## src/sv/ctcgd_pkg.sv

```systemverilog
// shared types and constants of the greedy ctc decoder
package ctcgd_pkg;

  localparam int SCORE_W    = 16;
  localparam int CHAR_IDX_W = 13;
  localparam int KEPT_W     = 10;
  localparam int CONF_W     = 16;
  localparam int CFG_W      = 14;
  localparam int CFG_IDX_W  = 1;
  localparam int QUEUE_DEPTH = 4;
  localparam int QUOT_STEPS = 16;
  localparam int STEP_W     = 4;

  localparam logic [CFG_W-1:0] CLASS_COUNT_RST = 14'd8192;
  localparam logic [CFG_W-1:0] DICT_SIZE_RST   = 14'd8192;

  typedef enum logic [CFG_IDX_W-1:0] {
    CFG_CLASS_COUNT = 1'b0,
    CFG_DICT_SIZE   = 1'b1
  } cfg_reg_e;

  typedef enum logic {
    KIND_CHAR    = 1'b0,
    KIND_SUMMARY = 1'b1
  } result_kind_e;

  // one finished row as seen by the back end
  typedef struct packed {
    logic                  keep;
    logic                  fin;
    logic [CHAR_IDX_W-1:0] char_idx;
    logic [SCORE_W-1:0]    score;
  } row_evt_t;

  typedef struct packed {
    logic full;
    logic empty;
  } fifo_stat_t;

endpackage

```

## src/sv/ctcgd_if.sv

```systemverilog
// handshake channels of the greedy ctc decoder
interface ctcgd_score_if import ctcgd_pkg::*; ();
  logic               valid;
  logic               ready;
  logic [SCORE_W-1:0] score;
  logic               last_step;

  modport source (output valid, output score, output last_step, input ready);
  modport sink (input valid, input score, input last_step, output ready);
endinterface

interface ctcgd_result_if import ctcgd_pkg::*; ();
  logic                  valid;
  logic                  ready;
  logic                  kind;
  logic [CHAR_IDX_W-1:0] char_index;
  logic [SCORE_W-1:0]    char_score;
  logic [KEPT_W-1:0]     kept_count;
  logic [CONF_W-1:0]     confidence;
  logic                  last;

  modport source (output valid, output kind, output char_index, output char_score,
                  output kept_count, output confidence, output last, input ready);
  modport sink (input valid, input kind, input char_index, input char_score,
                input kept_count, input confidence, input last, output ready);
endinterface

interface ctcgd_cfg_if import ctcgd_pkg::*; ();
  logic                 valid;
  logic                 ready;
  logic [CFG_IDX_W-1:0] index;
  logic [CFG_W-1:0]     data;

  modport source (output valid, output index, output data, input ready);
  modport sink (input valid, input index, input data, output ready);
endinterface

```

## src/sv/ctc_greedy_decoder.sv

```systemverilog
// top level of the greedy ctc best-path decoder
// throughput: one score beat per cycle while the row queue has room
// a kept character passes through the row queue and the output register; the summary
// follows the final score once the serial mean divider has finished
// reset: async active low, clears sequence state, queue and output; registers to 8192
module ctc_greedy_decoder import ctcgd_pkg::*; #(
  parameter int MAX_CLASSES = 8192,
  parameter int MAX_STEPS   = 512
) (
  input  logic           clk_i,
  input  logic           rst_ni,
  ctcgd_cfg_if.sink      cfg_i,
  ctcgd_score_if.sink    in_i,
  ctcgd_result_if.source out_o
);

  logic [CFG_W-1:0] class_count_q, class_count_d;
  logic [CFG_W-1:0] dict_size_q, dict_size_d;

  logic       push;
  logic       pop;
  row_evt_t   push_evt;
  row_evt_t   head_evt;
  fifo_stat_t fifo_stat;

  assign cfg_i.ready = 1'b1;

  always_comb begin
    class_count_d = class_count_q;
    dict_size_d   = dict_size_q;
    if (cfg_i.valid && cfg_i.ready) begin
      unique case (cfg_i.index)
        CFG_CLASS_COUNT: class_count_d = cfg_i.data;
        CFG_DICT_SIZE:   dict_size_d   = cfg_i.data;
        default: begin
          class_count_d = class_count_q;
        end
      endcase
    end
  end

  always_ff @(posedge clk_i or negedge rst_ni) begin
    if (!rst_ni) begin
      class_count_q <= CLASS_COUNT_RST;
      dict_size_q   <= DICT_SIZE_RST;
    end else begin
      class_count_q <= class_count_d;
      dict_size_q   <= dict_size_d;
    end
  end

  ctcgd_front #(
    .MAX_CLASSES (MAX_CLASSES)
  ) u_front (
    .clk_i         (clk_i),
    .rst_ni        (rst_ni),
    .class_count_i (class_count_q),
    .dict_size_i   (dict_size_q),
    .in_if         (in_i),
    .stat_i        (fifo_stat),
    .push_o        (push),
    .evt_o         (push_evt)
  );

  ctcgd_fifo #(
    .DEPTH (QUEUE_DEPTH)
  ) u_fifo (
    .clk_i  (clk_i),
    .rst_ni (rst_ni),
    .push_i (push),
    .evt_i  (push_evt),
    .pop_i  (pop),
    .evt_o  (head_evt),
    .stat_o (fifo_stat)
  );

  ctcgd_back #(
    .MAX_STEPS (MAX_STEPS)
  ) u_back (
    .clk_i  (clk_i),
    .rst_ni (rst_ni),
    .evt_i  (head_evt),
    .stat_i (fifo_stat),
    .pop_o  (pop),
    .out_if (out_o)
  );

`ifndef SYNTH
  a_no_push_full: assert property (@(posedge clk_i) disable iff (!rst_ni)
    !(push && fifo_stat.full))
    else $error("row pushed into full queue");

  a_no_pop_empty: assert property (@(posedge clk_i) disable iff (!rst_ni)
    pop |-> !fifo_stat.empty)
    else $error("row popped from empty queue");

  a_summary_last: assert property (@(posedge clk_i) disable iff (!rst_ni)
    out_o.valid |-> (out_o.kind == out_o.last))
    else $error("summary and last flag disagree");

  a_summary_clean: assert property (@(posedge clk_i) disable iff (!rst_ni)
    (out_o.valid && out_o.kind) |-> (out_o.char_index == '0 && out_o.char_score == '0))
    else $error("summary carries character fields");
`endif

endmodule

```

## src/sv/ctcgd_front.sv

```systemverilog
// row scanner: running argmax per row and keep/drop classification
module ctcgd_front import ctcgd_pkg::*; #(
  parameter int MAX_CLASSES = 8192
) (
  input  logic             clk_i,
  input  logic             rst_ni,
  input  logic [CFG_W-1:0] class_count_i,
  input  logic [CFG_W-1:0] dict_size_i,
  ctcgd_score_if.sink      in_if,
  input  fifo_stat_t       stat_i,
  output logic             push_o,
  output row_evt_t         evt_o
);

  localparam int PW = (MAX_CLASSES > 2) ? $clog2(MAX_CLASSES) : 1;
  localparam int CW = ((PW > CFG_W) ? PW : CFG_W) + 1;

  logic [PW-1:0]      pos_q, pos_d;
  logic [SCORE_W-1:0] top_score_q, top_score_d;
  logic [PW-1:0]      best_idx_q, best_idx_d;
  logic [PW-1:0]      prev_idx_q, prev_idx_d;
  logic               have_prev_q, have_prev_d;

  logic [CW-1:0]            cc_ext;
  logic [CW-1:0]            row_len;
  logic [CW-1:0]            pos_next;
  logic                     row_end;
  logic                     accept;
  logic                     take;
  logic [SCORE_W-1:0]       cur_score;
  logic [PW-1:0]            cur_idx;
  logic                     keep;
  logic [PW+CHAR_IDX_W-1:0] idx_wide;

  assign in_if.ready = !stat_i.full;
  assign accept      = in_if.valid && in_if.ready;

  assign cc_ext = CW'(class_count_i);

  always_comb begin
    priority if (cc_ext == '0) begin
      row_len = CW'(1);
    end else if (cc_ext > CW'(MAX_CLASSES)) begin
      row_len = CW'(MAX_CLASSES);
    end else begin
      row_len = cc_ext;
    end
  end

  assign pos_next = CW'(pos_q) + CW'(1);
  assign row_end  = !(pos_next < row_len);

  assign take      = (pos_q == '0) || (in_if.score > top_score_q);
  assign cur_score = take ? in_if.score : top_score_q;
  assign cur_idx   = take ? pos_q : best_idx_q;

  assign keep = (cur_idx != '0) && !(have_prev_q && (cur_idx == prev_idx_q))
                && (CW'(cur_idx) < CW'(dict_size_i));

  assign idx_wide = {CHAR_IDX_W'(0), cur_idx};

  assign push_o         = accept && row_end;
  assign evt_o.keep     = keep;
  assign evt_o.fin      = in_if.last_step;
  assign evt_o.char_idx = idx_wide[CHAR_IDX_W-1:0];
  assign evt_o.score    = cur_score;

  always_comb begin
    pos_d       = pos_q;
    top_score_d = top_score_q;
    best_idx_d  = best_idx_q;
    prev_idx_d  = prev_idx_q;
    have_prev_d = have_prev_q;
    if (accept) begin
      top_score_d = cur_score;
      best_idx_d  = cur_idx;
      if (row_end) begin
        pos_d       = '0;
        prev_idx_d  = cur_idx;
        have_prev_d = 1'b1;
        if (in_if.last_step) begin
          prev_idx_d  = '0;
          have_prev_d = 1'b0;
        end
      end else begin
        pos_d = pos_next[PW-1:0];
      end
    end
  end

  always_ff @(posedge clk_i or negedge rst_ni) begin
    if (!rst_ni) begin
      pos_q       <= '0;
      prev_idx_q  <= '0;
      have_prev_q <= 1'b0;
    end else begin
      pos_q       <= pos_d;
      prev_idx_q  <= prev_idx_d;
      have_prev_q <= have_prev_d;
    end
  end

  always_ff @(posedge clk_i) begin
    top_score_q <= top_score_d;
    best_idx_q  <= best_idx_d;
  end

endmodule

```

## src/sv/ctcgd_fifo.sv

```systemverilog
// short queue of finished rows between scanner and emitter
module ctcgd_fifo import ctcgd_pkg::*; #(
  parameter int DEPTH = 4
) (
  input  logic       clk_i,
  input  logic       rst_ni,
  input  logic       push_i,
  input  row_evt_t   evt_i,
  input  logic       pop_i,
  output row_evt_t   evt_o,
  output fifo_stat_t stat_o
);

  localparam int AW = $clog2(DEPTH);
  localparam int NW = $clog2(DEPTH + 1);

  row_evt_t        mem_q [DEPTH];
  logic [AW-1:0]   wr_ptr_q, wr_ptr_d;
  logic [AW-1:0]   rd_ptr_q, rd_ptr_d;
  logic [NW-1:0]   cnt_q, cnt_d;
  logic            do_push;
  logic            do_pop;

  assign stat_o.full  = (cnt_q == NW'(DEPTH));
  assign stat_o.empty = (cnt_q == '0);
  assign do_push      = push_i && !stat_o.full;
  assign do_pop       = pop_i && !stat_o.empty;
  assign evt_o        = mem_q[rd_ptr_q];

  always_comb begin
    wr_ptr_d = wr_ptr_q;
    rd_ptr_d = rd_ptr_q;
    cnt_d    = cnt_q;
    if (do_push) begin
      wr_ptr_d = (wr_ptr_q == AW'(DEPTH - 1)) ? '0 : wr_ptr_q + AW'(1);
    end
    if (do_pop) begin
      rd_ptr_d = (rd_ptr_q == AW'(DEPTH - 1)) ? '0 : rd_ptr_q + AW'(1);
    end
    if (do_push && !do_pop) begin
      cnt_d = cnt_q + NW'(1);
    end else if (do_pop && !do_push) begin
      cnt_d = cnt_q - NW'(1);
    end
  end

  always_ff @(posedge clk_i or negedge rst_ni) begin
    if (!rst_ni) begin
      wr_ptr_q <= '0;
      rd_ptr_q <= '0;
      cnt_q    <= '0;
    end else begin
      wr_ptr_q <= wr_ptr_d;
      rd_ptr_q <= rd_ptr_d;
      cnt_q    <= cnt_d;
    end
  end

  always_ff @(posedge clk_i) begin
    if (do_push) begin
      mem_q[wr_ptr_q] <= evt_i;
    end
  end

endmodule

```

## src/sv/ctcgd_back.sv

```systemverilog
// emitter: kept characters, score accumulation, serial mean and summary
module ctcgd_back import ctcgd_pkg::*; #(
  parameter int MAX_STEPS = 512
) (
  input  logic        clk_i,
  input  logic        rst_ni,
  input  row_evt_t    evt_i,
  input  fifo_stat_t  stat_i,
  output logic        pop_o,
  ctcgd_result_if.source out_if
);

  localparam int TW = $clog2(MAX_STEPS + 1);
  localparam int SW = SCORE_W + TW;

  typedef enum logic [2:0] {
    ST_RUN = 3'b001,
    ST_DIV = 3'b010,
    ST_SUM = 3'b100
  } back_state_e;

  back_state_e state_q, state_d;

  logic [SW-1:0]     sum_q, sum_d;
  logic [TW-1:0]     total_q, total_d;
  logic [TW-1:0]     rem_q, rem_d;
  logic [SCORE_W-1:0] sh_q, sh_d;
  logic [CONF_W-1:0] quot_q, quot_d;
  logic [STEP_W-1:0] cnt_q, cnt_d;

  logic                  out_valid_q, out_valid_d;
  logic                  kind_q, kind_d;
  logic [CHAR_IDX_W-1:0] char_index_q, char_index_d;
  logic [SCORE_W-1:0]    char_score_q, char_score_d;
  logic [KEPT_W-1:0]     kept_count_q, kept_count_d;
  logic [CONF_W-1:0]     confidence_q, confidence_d;
  logic                  last_q, last_d;

  logic              slot_free;
  logic              acc;
  logic [SW-1:0]     sum_n;
  logic [TW-1:0]     total_n;
  logic [TW:0]       trial;
  logic              ge;
  logic [TW:0]       diff;
  logic [TW+KEPT_W-1:0] kept_wide;

  assign slot_free = !out_valid_q || out_if.ready;
  assign pop_o     = (state_q == ST_RUN) && !stat_i.empty && slot_free;

  assign acc     = evt_i.keep && (total_q < TW'(MAX_STEPS));
  assign sum_n   = acc ? sum_q + SW'(evt_i.score) : sum_q;
  assign total_n = acc ? total_q + TW'(1) : total_q;

  // one quotient bit per cycle
  assign trial = {rem_q, sh_q[SCORE_W-1]};
  assign ge    = (trial >= {1'b0, total_q});
  assign diff  = trial - {1'b0, total_q};

  assign kept_wide = {KEPT_W'(0), total_q};

  always_comb begin
    state_d      = state_q;
    sum_d        = sum_q;
    total_d      = total_q;
    rem_d        = rem_q;
    sh_d         = sh_q;
    quot_d       = quot_q;
    cnt_d        = cnt_q;
    out_valid_d  = out_valid_q;
    kind_d       = kind_q;
    char_index_d = char_index_q;
    char_score_d = char_score_q;
    kept_count_d = kept_count_q;
    confidence_d = confidence_q;
    last_d       = last_q;
    if (out_valid_q && out_if.ready) begin
      out_valid_d = 1'b0;
    end
    unique case (state_q)
      ST_RUN: begin
        if (pop_o) begin
          sum_d   = sum_n;
          total_d = total_n;
          if (evt_i.keep) begin
            out_valid_d  = 1'b1;
            kind_d       = KIND_CHAR;
            char_index_d = evt_i.char_idx;
            char_score_d = evt_i.score;
            kept_count_d = '0;
            confidence_d = '0;
            last_d       = 1'b0;
          end
          if (evt_i.fin) begin
            rem_d   = sum_n[SW-1:SCORE_W];
            sh_d    = sum_n[SCORE_W-1:0];
            quot_d  = '0;
            cnt_d   = '0;
            state_d = ST_DIV;
          end
        end
      end
      ST_DIV: begin
        rem_d  = ge ? diff[TW-1:0] : trial[TW-1:0];
        sh_d   = {sh_q[SCORE_W-2:0], 1'b0};
        quot_d = {quot_q[CONF_W-2:0], ge};
        cnt_d  = cnt_q + STEP_W'(1);
        if (cnt_q == STEP_W'(QUOT_STEPS - 1)) begin
          state_d = ST_SUM;
        end
      end
      ST_SUM: begin
        if (slot_free) begin
          out_valid_d  = 1'b1;
          kind_d       = KIND_SUMMARY;
          char_index_d = '0;
          char_score_d = '0;
          kept_count_d = kept_wide[KEPT_W-1:0];
          confidence_d = (total_q == '0) ? '0 : quot_q;
          last_d       = 1'b1;
          sum_d        = '0;
          total_d      = '0;
          state_d      = ST_RUN;
        end
      end
      default: begin
        state_d = ST_RUN;
      end
    endcase
  end

  always_ff @(posedge clk_i or negedge rst_ni) begin
    if (!rst_ni) begin
      state_q     <= ST_RUN;
      sum_q       <= '0;
      total_q     <= '0;
      cnt_q       <= '0;
      out_valid_q <= 1'b0;
    end else begin
      state_q     <= state_d;
      sum_q       <= sum_d;
      total_q     <= total_d;
      cnt_q       <= cnt_d;
      out_valid_q <= out_valid_d;
    end
  end

  always_ff @(posedge clk_i) begin
    rem_q        <= rem_d;
    sh_q         <= sh_d;
    quot_q       <= quot_d;
    kind_q       <= kind_d;
    char_index_q <= char_index_d;
    char_score_q <= char_score_d;
    kept_count_q <= kept_count_d;
    confidence_q <= confidence_d;
    last_q       <= last_d;
  end

  assign out_if.valid      = out_valid_q;
  assign out_if.kind       = kind_q;
  assign out_if.char_index = char_index_q;
  assign out_if.char_score = char_score_q;
  assign out_if.kept_count = kept_count_q;
  assign out_if.confidence = confidence_q;
  assign out_if.last       = last_q;

endmodule

```

## src/flat_wrapper.sv

```systemverilog
// flat-port wrapper written by rule: the top's interface ports become plain ports
module ctc_greedy_decoder_flat import ctcgd_pkg::*;
#(
  parameter int MAX_CLASSES = 8192,
  parameter int MAX_STEPS   = 512
)
  (clk_i, rst_ni, cfg_i_valid, cfg_i_index, cfg_i_data, cfg_i_ready, in_i_valid, in_i_score, in_i_last_step, in_i_ready, out_o_valid, out_o_kind, out_o_char_index, out_o_char_score, out_o_kept_count, out_o_confidence, out_o_last, out_o_ready);
  ctcgd_cfg_if cfg_i_i ();
  ctcgd_score_if in_i_i ();
  ctcgd_result_if out_o_i ();
  input  logic clk_i;
  input  logic rst_ni;
  input wire logic [$bits(cfg_i_i.valid)-1:0] cfg_i_valid;
  input wire logic [$bits(cfg_i_i.index)-1:0] cfg_i_index;
  input wire logic [$bits(cfg_i_i.data)-1:0] cfg_i_data;
  output wire logic [$bits(cfg_i_i.ready)-1:0] cfg_i_ready;
  input wire logic [$bits(in_i_i.valid)-1:0] in_i_valid;
  input wire logic [$bits(in_i_i.score)-1:0] in_i_score;
  input wire logic [$bits(in_i_i.last_step)-1:0] in_i_last_step;
  output wire logic [$bits(in_i_i.ready)-1:0] in_i_ready;
  output wire logic [$bits(out_o_i.valid)-1:0] out_o_valid;
  output wire logic [$bits(out_o_i.kind)-1:0] out_o_kind;
  output wire logic [$bits(out_o_i.char_index)-1:0] out_o_char_index;
  output wire logic [$bits(out_o_i.char_score)-1:0] out_o_char_score;
  output wire logic [$bits(out_o_i.kept_count)-1:0] out_o_kept_count;
  output wire logic [$bits(out_o_i.confidence)-1:0] out_o_confidence;
  output wire logic [$bits(out_o_i.last)-1:0] out_o_last;
  input wire logic [$bits(out_o_i.ready)-1:0] out_o_ready;
  assign cfg_i_i.valid = cfg_i_valid;
  assign cfg_i_i.index = cfg_i_index;
  assign cfg_i_i.data = cfg_i_data;
  assign cfg_i_ready = cfg_i_i.ready;
  assign in_i_i.valid = in_i_valid;
  assign in_i_i.score = in_i_score;
  assign in_i_i.last_step = in_i_last_step;
  assign in_i_ready = in_i_i.ready;
  assign out_o_valid = out_o_i.valid;
  assign out_o_kind = out_o_i.kind;
  assign out_o_char_index = out_o_i.char_index;
  assign out_o_char_score = out_o_i.char_score;
  assign out_o_kept_count = out_o_i.kept_count;
  assign out_o_confidence = out_o_i.confidence;
  assign out_o_last = out_o_i.last;
  assign out_o_i.ready = out_o_ready;
  ctc_greedy_decoder #(.MAX_CLASSES(MAX_CLASSES), .MAX_STEPS(MAX_STEPS)) u_core (.clk_i(clk_i), .rst_ni(rst_ni), .cfg_i(cfg_i_i), .in_i(in_i_i), .out_o(out_o_i));
endmodule
```

## config.mk

```make
export PLATFORM = sky130hd
export DESIGN_NAME = ctc_greedy_decoder_flat
export DESIGN_NICKNAME = d
export VERILOG_FILES = /design/src/sv/ctcgd_pkg.sv /design/src/sv/ctcgd_if.sv /design/src/sv/ctc_greedy_decoder.sv /design/src/sv/ctcgd_front.sv /design/src/sv/ctcgd_fifo.sv /design/src/sv/ctcgd_back.sv /design/src/flat_wrapper.sv
export SDC_FILE = /design/constraint.sdc
export NUM_CORES = 1
export LEC_CHECK = 0
export ABC_AREA = 1
export BUFFER_PORTS_ARGS = -buffer_cell sky130_fd_sc_hd__buf_2
export CAP_MARGIN = 20
export CORE_MARGIN = 1.5
export CORE_UTILIZATION = 30
export DETAILED_ROUTE_END_ITERATION = 8
export RECOVER_POWER = 50
export SLEW_MARGIN = 20
export SYNTH_ARGS = -nofsm -noshare
export SYNTH_HDL_FRONTEND = slang
export SYNTH_SLANG_ARGS = --single-unit
```

## constraint.sdc

```tcl
create_clock -name clk_i -period 14.7 [get_ports clk_i]
set_input_delay 1.47 -clock clk_i [delete_from_list [all_inputs] [get_ports clk_i]]
set_output_delay 1.47 -clock clk_i [all_outputs]
set_load 0.01 [all_outputs]
```

==> results of run 1 <==
## registers in the layout (all words and copies together) (netlist names), 3 cells and up
name and count:
u_core.u_back.sum_q 26, u_core.u_back.total_q 10, u_core.u_back.out_if.char_index 13, u_core.u_back.out_if.confidence 16, u_core.u_back.sh_q 16, u_core.u_front.best_idx_q 13
u_core.u_fifo.mem_q 124, u_core.u_front.prev_idx_q 13, u_core.u_back.out_if.kept_count 10, u_core.u_front.pos_q 13, u_core.u_back.rem_q 10, u_core.u_back.cnt_q 4
u_core.dict_size_q 14, u_core.u_back.quot_q 16, u_core.u_fifo.cnt_q 3, u_core.u_front.top_score_q 16, u_core.u_back.out_if.char_score 16, u_core.class_count_q 14
u_core.u_back.state_q 3
## kinds of logic (layout without fill, tap and decap cells)
logic type | Yosys count | after routing | share of synthesized area, %
AOI/OAI and AO/OA | 325 | 325 | 9.85
xor gates and xnor gates | 40 | 40 | 2.01
adders and majority gates | 81 | 81 | 5.94
buffers and inverters | 258 | 382 | 5.66
DFF | 357 | 357 | 58.5
other | 1 | 1 | 0.0215
and+or+nand+nor | 758 | 758 | 18.1
## synth_stat cells (all sizes together)
library cell / n / area share [%]
o22ai: 19 / 0.68
and2: 1 / 0.036
nor2: 248 / 5.4
edfxtp: 251 / 43
dfstp: 3 / 0.45
xnor2: 15 / 0.75
xor2: 25 / 1.3
nor3b: 2 / 0.086
dfrtp: 103 / 15
buf: 17 / 0.47
clkinv: 3 / 0.065
clkbuf: 48 / 1.0
fa: 3 / 0.34
nand2: 371 / 8.1
conb: 1 / 0.022
nand3: 91 / 2.7
nand3b: 7 / 0.30
nor3: 19 / 0.73
o211ai: 7 / 0.30
o21bai: 3 / 0.13
o31ai: 2 / 0.086
inv: 190 / 4.1
a22o: 2 / 0.10
nand4: 11 / 0.39
nor4: 5 / 0.18
or2: 3 / 0.11
a31oi: 4 / 0.14
o21a: 3 / 0.13
o41ai: 1 / 0.050
a211oi: 3 / 0.13
a21o: 2 / 0.086
ha: 78 / 5.6
a21oi: 90 / 2.6
o21ai: 189 / 5.4
## cell type report
type                       count  area (sq um)  area share (%)
clock buffer                  47          1090            5.44
inverter                     193           724            3.62
sequential                   357         10200            50.9
timing repair buffer         113           499            2.49
multi-input combinational   1205          6260            31.3
tap                          765           957            4.78
clock inverter                29           294            1.47
## path summary, 6_finish.rpt
kind / start / to / slack, ns / cells past startpoint
min in group asynchronous: rst_ni / u_core.class_count_q[8]$_DFFE_PN0P_ / 1.82 / 1
max reg2reg: u_core.u_fifo.rd_ptr_q[0]$_DFFE_PN0P_ / u_core.u_back.rem_q[8]$_DFFE_PP_ / 6.93 / 19
max: u_core.u_fifo.rd_ptr_q[0]$_DFFE_PN0P_ / u_core.u_back.rem_q[8]$_DFFE_PP_ / 6.93 / 19
min reg2reg: u_core.dict_size_q[11]$_DFFE_PN0P_ / u_core.dict_size_q[11]$_DFFE_PN0P_ / 0.48 / 2
min: u_core.dict_size_q[11]$_DFFE_PN0P_ / u_core.dict_size_q[11]$_DFFE_PN0P_ / 0.48 / 2
max in group asynchronous: rst_ni / u_core.u_fifo.rd_ptr_q[0]$_DFFE_PN0P_ / 8.21 / 2
## cells in the final DEF, fill, tap and decap left out, types with 4 or more instances in the layout
cell type | synthesis | final
edfxtp_1 | 251 | 251
buf_4 | 2 | 9
o22ai_1 | 19 | 19
inv_1 | 189 | 190
clkbuf_1 | 48 | 74
nor4_1 | 5 | 5
clkbuf_16 | 0 | 42
nand4_1 | 11 | 11
nor3_1 | 15 | 15
a21oi_1 | 90 | 89
bufinv_16 | 0 | 5
o211ai_1 | 7 | 7
ha_1 | 78 | 78
o21ai_0 | 189 | 189
buf_2 | 8 | 33
clkinv_1 | 3 | 12
nand3b_1 | 7 | 7
a31oi_1 | 4 | 4
xor2_1 | 25 | 25
nand2_1 | 367 | 370
xnor2_1 | 15 | 15
clkinv_2 | 0 | 10
nor2_2 | 0 | 4
nor2_1 | 246 | 242
nand3_1 | 89 | 90
dfrtp_1 | 103 | 102
## power groups by stage
stage,registers [mW],logic (mW),clock network [mW]
6_report,1.82,2.43,1.05
5_1_grt,1.86,2.76,1.12
4_1_cts,1.81,2.47,1.08
3_5_place_dp,1.83,2.46,0
3_3_place_gp,1.82,2.39,0
2_1_floorplan,1.83,1.70,0
## critical path, cell delays in order, from the launching register on
cell and delay (ns):
dfrtp_2 0.34, clkbuf_1 2.00, clkinv_1 1.57, clkbuf_1 0.85, o21ai_0 0.49, nand2_1 0.15
ha_1 0.41, nand3_1 0.09, nand2_1 0.11, nand2_1 0.06, a21oi_1 0.28, nand3_1 0.16
nand2_1 0.14, nand3_1 0.08, nand2_1 0.10, nand2_1 0.10, nor2_1 0.17, xor2_1 0.10
nand2_1 0.06, o21ai_0 0.12
## per-stage QoR
step	hold WS (ns)	setup slack, ns	utilization (%)
after global routing	0.501	6.15	34.8
final	0.484	6.93	34.8
after floorplan	0.442	9.14	-
after detailed placement	0.474	9.40	32.6
after global placement	0.467	9.44	32.6
after CTS	0.489	9.40	35.0
## per-layer routing
metal / vias to the layer above / global-route usage [%] / wire [um]
li1: 6315 / - / -
met1: 6027 / 17.8 / 18400
met2: 320 / 23.9 / 20100
met3: 92 / 2.47 / 2200
met4: 2 / 5.63 / 1390
met5: - / 0 / 7
==> impl_metrics.csv, run 1 <==
group,metric,value,unit
status,status,"complete, but fails checks",
status,violations,"max-capacitance violations, max-slew violations",
layout,n_fill_cell,5792,
global_routing,overflow,0,
timing,timing.fmax,129,MHz
cts,postCtsSetupBuffers,0,
die,core_area,57600,sq um
run,max-cap-violations,10,
synthesis,syn-num-nets,1938,
die,row_count,88,
timing,hold_viol,0,
synthesis,ys_ff_latch,357,
global_routing,grt_pass1_vias,12500,
timing,slew_violations,446,
global_routing,grt_pass1_wl,67.3,mm
critical_path,worstSetupStartpointType,"flop",
pwr,power.share.switching,43.1,%
global_routing,track_usage,14.1,%
placement,hpwl,28.7,mm
pwr,comb_power_share,45.9,%
detailed_routing,dr.pass1.iters,5,
cts,clock_sinks,357,
detailed_routing,wl_per_cell,15.5,um
die,start_util,30.3,%
synthesis,seq_area_frac_synth,58.5,%
detailed_routing,drt-total-wl,42.1,mm
cts,clock_path_buffers,3,
critical_path,arrival,8.00,ns
global_routing,grt_max_degree,73,
hold_path,min_path_type,"reg2reg",
detailed_routing,drcViolationCount,0,
synthesis,netlist_instances,1820,
layout,syn2layout_area_growth,14.8,%
pwr,pwr-share-clk,19.8,%
pwr,report.power.total,5.29,mW
timing,setup_viol,0,
die,dieWidth,244,um
pwr,p_switching,2.28,mW
placement,dpl_cell_area,18800,sq um
cts,h-tree-depth,2,
timing,tightest_slew,3.50,ns
pwr,power_frac_seq,34.3,%
detailed_routing,vias,12800,
critical_path,crit_fanout,65,
die,die-height,244,um
layout,finalInstanceArea,20000,sq um
critical_path,crit_type,"reg2reg",
timing,slew_headroom,-133,%
layout,fin_nets,2029,
layout,final_cells,2709,
layout,drive_gt1_share,6.48,%
layout,diodes,0,
critical_path,required,14.93,ns
placement,gp_congestion,0.878,
placement,place_inst,2633,
placement,io_buffer_count,95,
pwr,ir_worst_vdd,0.132,mV
die,io_pins,97,
global_routing,antenna_found_initial,4,
synthesis,syn_avg_cell_area,9.58,sq um
cts,cts_tree,"built",
detailed_routing,postRouteAntennaNets,0,
timing,final.min_clock_period,7.77,ns
pwr,p_leak,8.21,nW
timing,tns,0,ns
synthesis,synth_warnings,0,
cts,path_clk_slew,0.06,ns
pwr,power_density,264,nW/um^2
detailed_routing,drtIter0Drc,922,
cts,clk_latency,0.58,ns
detailed_routing,vias_per_cell,4.71,
critical_path,crit_path_end_kind,"flop",
timing,fin_crit_sh,52.9,%
cts,cts_hold_buffers,0,
die,dieArea,59600,sq um
synthesis,yosys.cell_types.count,44,
cts,numCtsBuffers,41,
cts,cts_repair_resize_count,0,
pwr,p_int,3.01,mW
timing,rsz0062_at_grt,"false",
synthesis,syn_area,17400,sq um
timing,clock-skew-final,0.0214,ns
cts,cts_root_buffer,"clkbuf_16",
(Power assumes the default switching activity.)
==> inputs of run 2 (changes only) <==
Clock period 14.7 ns to 7.7 ns, I/O delays scaled along.
==> impl_metrics.csv, run 2 (synthesis results as in run 1) <==
group,metric,value,unit
critical_path,r2r_slack,2.11,ns
cts,postCtsSetupBuffers,0,
critical_path,cp_slowest_stage_delay,1.62,ns
timing,tns,0,ns
placement,place_inst,2632,
layout,largest_registers,"u_core.u_fifo.mem_q: 124 flops, u_core.u_back.sum_q: 26 flops",
timing,whs,0.458,ns
critical_path,crit_chain,"buf_4 > clkinv_1 > clkbuf_1 > o21ai_0 > nand2_1 > ha_1 > fa_1 > nand3_1 > nand2_1 > nand2_1 > a21oi_1 > nand3_1 > nand2_1 > nand3_1 > nand2_1 > nand2_1 > nor2_1 > xor2_1 > nand2_1 > o21ai_0",
cts,cts_tree,"built",
timing,hold_viol,0,
timing,rsz0062_at_grt,"false",
layout,multiInputGateArea,6270,sq um
layout,fin_util,34.9,%
global_routing,antenna_found_initial,3,
pwr,power_density,507,nW/um^2
timing,timing.fmax,179,MHz
layout,layout_commonest_cell,"nand2_1",
cts,h-tree-depth,2,
cts,path_clk_slew,0.06,ns
detailed_routing,drcViolationCount,0,
layout,syn2layout_area_growth,15.3,%
die,core_area,57600,sq um
timing,final.min_clock_period,5.59,ns
critical_path,crit_slowest_cell,"clkbuf_1",
detailed_routing,wl_per_cell,15.6,um
critical_path,crit_fanout,65,
cts,clock_sinks,357,
global_routing,grt_pass1_wl,68.1,mm
timing,setup_viol,0,
die,dieWidth,244,um
pwr,p_int,5.82,mW
pwr,power.share.switching,42.9,%
die,die-height,244,um
global_routing,grt_pass1_vias,12700,
critical_path,reg2reg_to,"u_core.u_back.rem_q[8]$_DFFE_PP_",
timing,slew_violations,174,
placement,gp_congestion,0.916,
global_routing,track_usage,14.3,%
status,status,"complete, but fails checks",
critical_path,crit_type,"reg2reg",
timing,clock-skew-final,0.0335,ns
timing,slew_headroom,-67.8,%
die,row_count,88,
critical_path,cp-endpoint,"u_core.u_back.rem_q[8]$_DFFE_PP_",
critical_path,worstSetupStartpointType,"flop",
pwr,p_leak,8.23,nW
critical_path,arrival,5.83,ns
cts,clock_path_buffers,3,
detailed_routing,vias_per_cell,4.71,
cts,clk_latency,0.58,ns
cts,cts_root_buffer,"clkbuf_16",
global_routing,overflow,0,
placement,io_buffer_count,95,
pwr,pwr-share-clk,20.5,%
layout,n_fill_cell,5795,
detailed_routing,postRouteAntennaNets,0,
pwr,comb_power_share,45.5,%
die,io_pins,97,
cts,numCtsBuffers,41,
layout,fin_nets,2028,
global_routing,grt_max_degree,73,
run,max-cap-violations,4,
die,start_util,30.3,%
status,violations,"max-capacitance violations, max-slew violations",
pwr,ir_worst_vdd,0.258,mV
critical_path,required,7.95,ns
pwr,power_frac_seq,34.0,%
detailed_routing,drt-total-wl,42.3,mm
layout,top_register,"u_core.u_fifo.mem_q",
layout,final_cells,2707,
cts,cts_repair_resize_count,0,
detailed_routing,dr.pass1.iters,5,
layout,largest_reg_flops,124,
critical_path,rr_startpoint,"u_core.u_fifo.rd_ptr_q[0]$_DFFE_PN0P_",
detailed_routing,vias,12700,
pwr,p_switching,4.37,mW
cts,cts_hold_buffers,0,
detailed_routing,drtIter0Drc,912,
timing,fin_crit_sh,72.5,%
layout,drive_gt1_share,6.80,%
critical_path,startpoint,"u_core.u_fifo.rd_ptr_q[0]$_DFFE_PN0P_",
critical_path,crit_top_cell,"nand2_1",
layout,final-seq-area,10200,sq um
critical_path,crit_path_end_kind,"flop",
placement,hpwl,28.9,mm
pwr,report.power.total,10.2,mW
critical_path,r2r_cells,20,
timing,tightest_slew,2.52,ns
die,dieArea,59600,sq um
hold_path,min_path_type,"in2reg",
layout,final_cell_mix,"367 x nand2_1, 251 x edfxtp_1, 242 x nor2_1",
==> run 2: cell types whose count changed in the layout (fill, tap and decap cells not counted), sizes merged <==
| cell | before | now |
|---|---|---|
| clkinv | 23 | 15 |
| buf | 42 | 47 |
| clkbuf | 118 | 114 |
| bufinv | 5 | 8 |
| clkinvlp | 2 | 3 |
| diode | 0 | 1 |
==> run 2: layout make-up <==
class,instances,area share [%]
Multi-Input combinational cell,1205,31.2
Inverter,193,3.60
Clock inverter,25,1.74
Sequential cell,357,50.7
Clock buffer,49,5.40
Timing Repair Buffer,112,2.55
Tap cell,765,4.76
Antenna cell,1,0.0124
==> run 2: worst min path at each step <==
stage	startpoint	to	slack, ns	cells after the start
2_1_floorplan	u_core.u_front.have_prev_q$_DFFE_PN0N_	u_core.u_front.have_prev_q$_DFFE_PN0N_	0.44	2
3_3_place_gp	u_core.u_front.have_prev_q$_DFFE_PN0N_	u_core.u_front.have_prev_q$_DFFE_PN0N_	0.47	2
3_5_place_dp	u_core.u_front.have_prev_q$_DFFE_PN0N_	u_core.u_front.have_prev_q$_DFFE_PN0N_	0.47	2
4_1_cts	rst_ni	u_core.class_count_q[5]$_DFFE_PN0P_	0.19	1
5_1_grt	cfg_i_data[13]	u_core.dict_size_q[13]$_DFFE_PN1P_	0.46	3
6_report	cfg_i_data[13]	u_core.dict_size_q[13]$_DFFE_PN1P_	0.46	3
==> run 2: per-layer routing <==
layer	global-route usage, %	share of wire, %
met1	18.3	45
met2	24.0	47
met3	2.40	4.6
met4	5.83	3.2
met5	0	0.061
==> run 2: power groups by stage <==
stage	Sequential (mW)	Clock [mW]	Combinational [mW]
final	3.46	2.09	4.64
after global placement	3.48	0	4.56
after CTS	3.47	2.15	4.71
after floorplan	3.49	0	3.25
after global routing	3.54	2.22	5.30
after detailed placement	3.50	0	4.68
==> run 2: stage by stage <==
| stage | cell area (sq um) | setup slack [ns] |
|---|---|---|
| floorplan | 17400 | 2.84 |
| global placement | 18800 | 2.59 |
| detailed placement | 18800 | 2.65 |
| CTS | 20200 | 2.60 |
| global route | 20100 | 1.36 |
| finish | 20100 | 2.11 |
==> run 2: critical path: cells and delay by family, from the launching register on <==
| kind | cells | cell delay [ns] |
|---|---|---|
| xor gates and xnor gates | 1 | 0.10 |
| and+or+nand+nor | 11 | 1.22 |
| buffers and inverters | 3 | 2.22 |
| DFF | 1 | 0.38 |
| AOI/OAI and AO/OA | 3 | 0.80 |
| adders and majority gates | 2 | 0.49 |
==> inputs of run 3 (changes only) <==
Clock period 7.7 ns to 4.75 ns, I/O delays scaled along.
==> impl_metrics.csv, run 3 (synthesis results as in run 1) <==
group,metric,value,unit
critical_path,crit_slowest_cell,"clkbuf_1",
detailed_routing,postRouteAntennaNets,0,
critical_path,crit_fanout,18,
timing,hold_viol,0,
layout,fin_util,35.1,%
global_routing,grt_pass1_wl,67.4,mm
timing,setup_viol,0,
critical_path,crit_chain,"inv_1 > clkbuf_1 > nor2_1 > o21ai_0 > nand2_1 > ha_1 > nand2_1 > nor2_1 > nand4_1 > o211ai_1 > nand3_1 > xor2_1 > nand2_1 > o21ai_0",
cts,postCtsSetupBuffers,0,
detailed_routing,wl_per_cell,15.5,um
pwr,comb_power_share,45.5,%
die,dieArea,59600,sq um
cts,clock_sinks,357,
layout,layout_commonest_cell,"nand2_1",
layout,fin_nets,2035,
timing,final.min_clock_period,4.18,ns
die,core_area,57600,sq um
pwr,ir_worst_vdd,0.344,mV
timing,fin_crit_sh,88.0,%
cts,clk_latency,0.60,ns
hold_path,min_path_type,"in2reg",
global_routing,grt_pass1_vias,12600,
critical_path,arrival,4.42,ns
timing,tns,0,ns
status,status,"complete, but fails checks",
placement,hpwl,29.2,mm
pwr,p_int,9.44,mW
pwr,pwr-share-clk,20.4,%
layout,final_cell_mix,"368 x nand2_1, 251 x edfxtp_1, 242 x nor2_1",
cts,h-tree-depth,2,
placement,preCtsSetupSlack,0.876,ns
status,violations,"max-capacitance violations, max-slew violations",
timing,slew_headroom,-144,%
pwr,p_leak,8.29,nW
critical_path,required,4.99,ns
global_routing,antenna_found_initial,4,
layout,top_register,"u_core.u_fifo.mem_q",
detailed_routing,vias_per_cell,4.68,
layout,n_fill_cell,5831,
critical_path,worstSetupStartpointType,"flop",
timing,timing.fmax,239,MHz
detailed_routing,drcViolationCount,0,
cts,cts_repair_resize_count,0,
timing,slew_violations,177,
die,die-height,244,um
layout,syn2layout_area_growth,15.8,%
pwr,power_density,819,nW/um^2
layout,largest_reg_flops,124,
timing,rsz0062_at_grt,"false",
pwr,power.share.switching,43.0,%
critical_path,crit_path_end_kind,"flop",
cts,path_clk_slew,0.06,ns
detailed_routing,vias,12700,
cts,clock_path_buffers,3,
timing,worst_slack,0.569,ns
global_routing,track_usage,14.1,%
pwr,power_frac_seq,34.1,%
global_routing,grt_max_degree,72,
detailed_routing,drt-total-wl,42.0,mm
die,io_pins,97,
critical_path,crit_top_cell,"nand2_1",
pwr,report.power.total,16.5,mW
global_routing,overflow,0,
cts,cts_tree,"built",
critical_path,crit_type,"reg2reg",
cts,cts_hold_buffers,0,
cts,numCtsBuffers,42,
timing,tightest_slew,3.66,ns
cts,cts_root_buffer,"clkbuf_16",
placement,io_buffer_count,95,
layout,largest_registers,"u_core.u_fifo.mem_q: 124 flops, u_core.u_back.sum_q: 26 flops",
critical_path,cp_slowest_stage_delay,0.81,ns
die,row_count,88,
die,start_util,30.3,%
detailed_routing,dr.pass1.iters,5,
die,dieWidth,244,um
run,max-cap-violations,3,
layout,drive_gt1_share,7.18,%
detailed_routing,drtIter0Drc,914,
placement,gp_congestion,0.891,
pwr,p_switching,7.10,mW
timing,clock-skew-final,0.0441,ns
run 3: power by group through the flow:
| stage | clock network (mW) | logic (mW) | registers, mW |
|---|---|---|---|
| final | 3.38 | 7.53 | 5.63 |
| after global routing | 3.60 | 8.60 | 5.75 |
| after CTS | 3.48 | 7.68 | 5.63 |
| after detailed placement | 0 | 7.63 | 5.68 |
| after global placement | 0 | 7.46 | 5.67 |
| after floorplan | 0 | 5.28 | 5.65 |
run 3: final cells by class:
| cell class | instances | area, sq um | area share, % |
|---|---|---|---|
| sequential | 357 | 10200 | 50.5 |
| multi-input combinational | 1205 | 6270 | 31.1 |
| clock buffer | 50 | 1110 | 5.50 |
| antenna | 2 | 5.00 | 0.0248 |
| tap | 765 | 957 | 4.74 |
| timing repair buffer | 118 | 566 | 2.80 |
| inverter | 193 | 724 | 3.59 |
| clock inverter | 27 | 364 | 1.80 |
run 3: per-layer routing:
metal  track usage (%)  vias up  share of wire, %
li1                  -     6317                 -
met5                 0        -             0.031
met2              24.0      255                48
met4              4.47        2               2.9
met1              18.0     6054                44
met3              2.82       74               4.8
run 3: path summary, 6_finish.rpt:
kind / startpoint / slack [ns] / end / depth (start not counted)
worst max-delay path: u_core.u_fifo.rd_ptr_q[1]$_DFFE_PN0P_ / 0.57 / u_core.u_back.rem_q[7]$_DFFE_PP_ / 14
min in group asynchronous: rst_ni / 1.13 / u_core.class_count_q[9]$_DFFE_PN0P_ / 1
worst min-delay path: cfg_i_data[2] / 0.16 / u_core.class_count_q[2]$_DFFE_PN0P_ / 3
worst min register to register: u_core.dict_size_q[7]$_DFFE_PN0P_ / 0.49 / u_core.dict_size_q[7]$_DFFE_PN0P_ / 2
max in group asynchronous: rst_ni / 1.24 / u_core.u_fifo.rd_ptr_q[0]$_DFFE_PN0P_ / 1
worst max register to register: u_core.u_fifo.rd_ptr_q[1]$_DFFE_PN0P_ / 0.57 / u_core.u_back.rem_q[7]$_DFFE_PP_ / 14
run 3: through the flow:
step | hold WS (ns) | cell area (sq um) | instances
2_1_floorplan | 0.179 | 17400 | 1820
3_3_place_gp | 0.471 | 18800 | 2638
3_5_place_dp | 0.474 | 18800 | 2638
4_1_cts | 0.000605 | 20300 | 2715
5_1_grt | 0.162 | 20200 | 2716
6_report | 0.165 | 20200 | 2717
run 3: critical path: cells and delay by family (launching register included):
| family | cells | cell delay (ns) |
|---|---|---|
| compound gates | 3 | 0.56 |
| xor+xnor | 1 | 0.18 |
| fa+ha+maj | 1 | 0.38 |
| buf+inv | 2 | 1.28 |
| flops | 1 | 0.52 |
| simple gates | 7 | 0.89 |
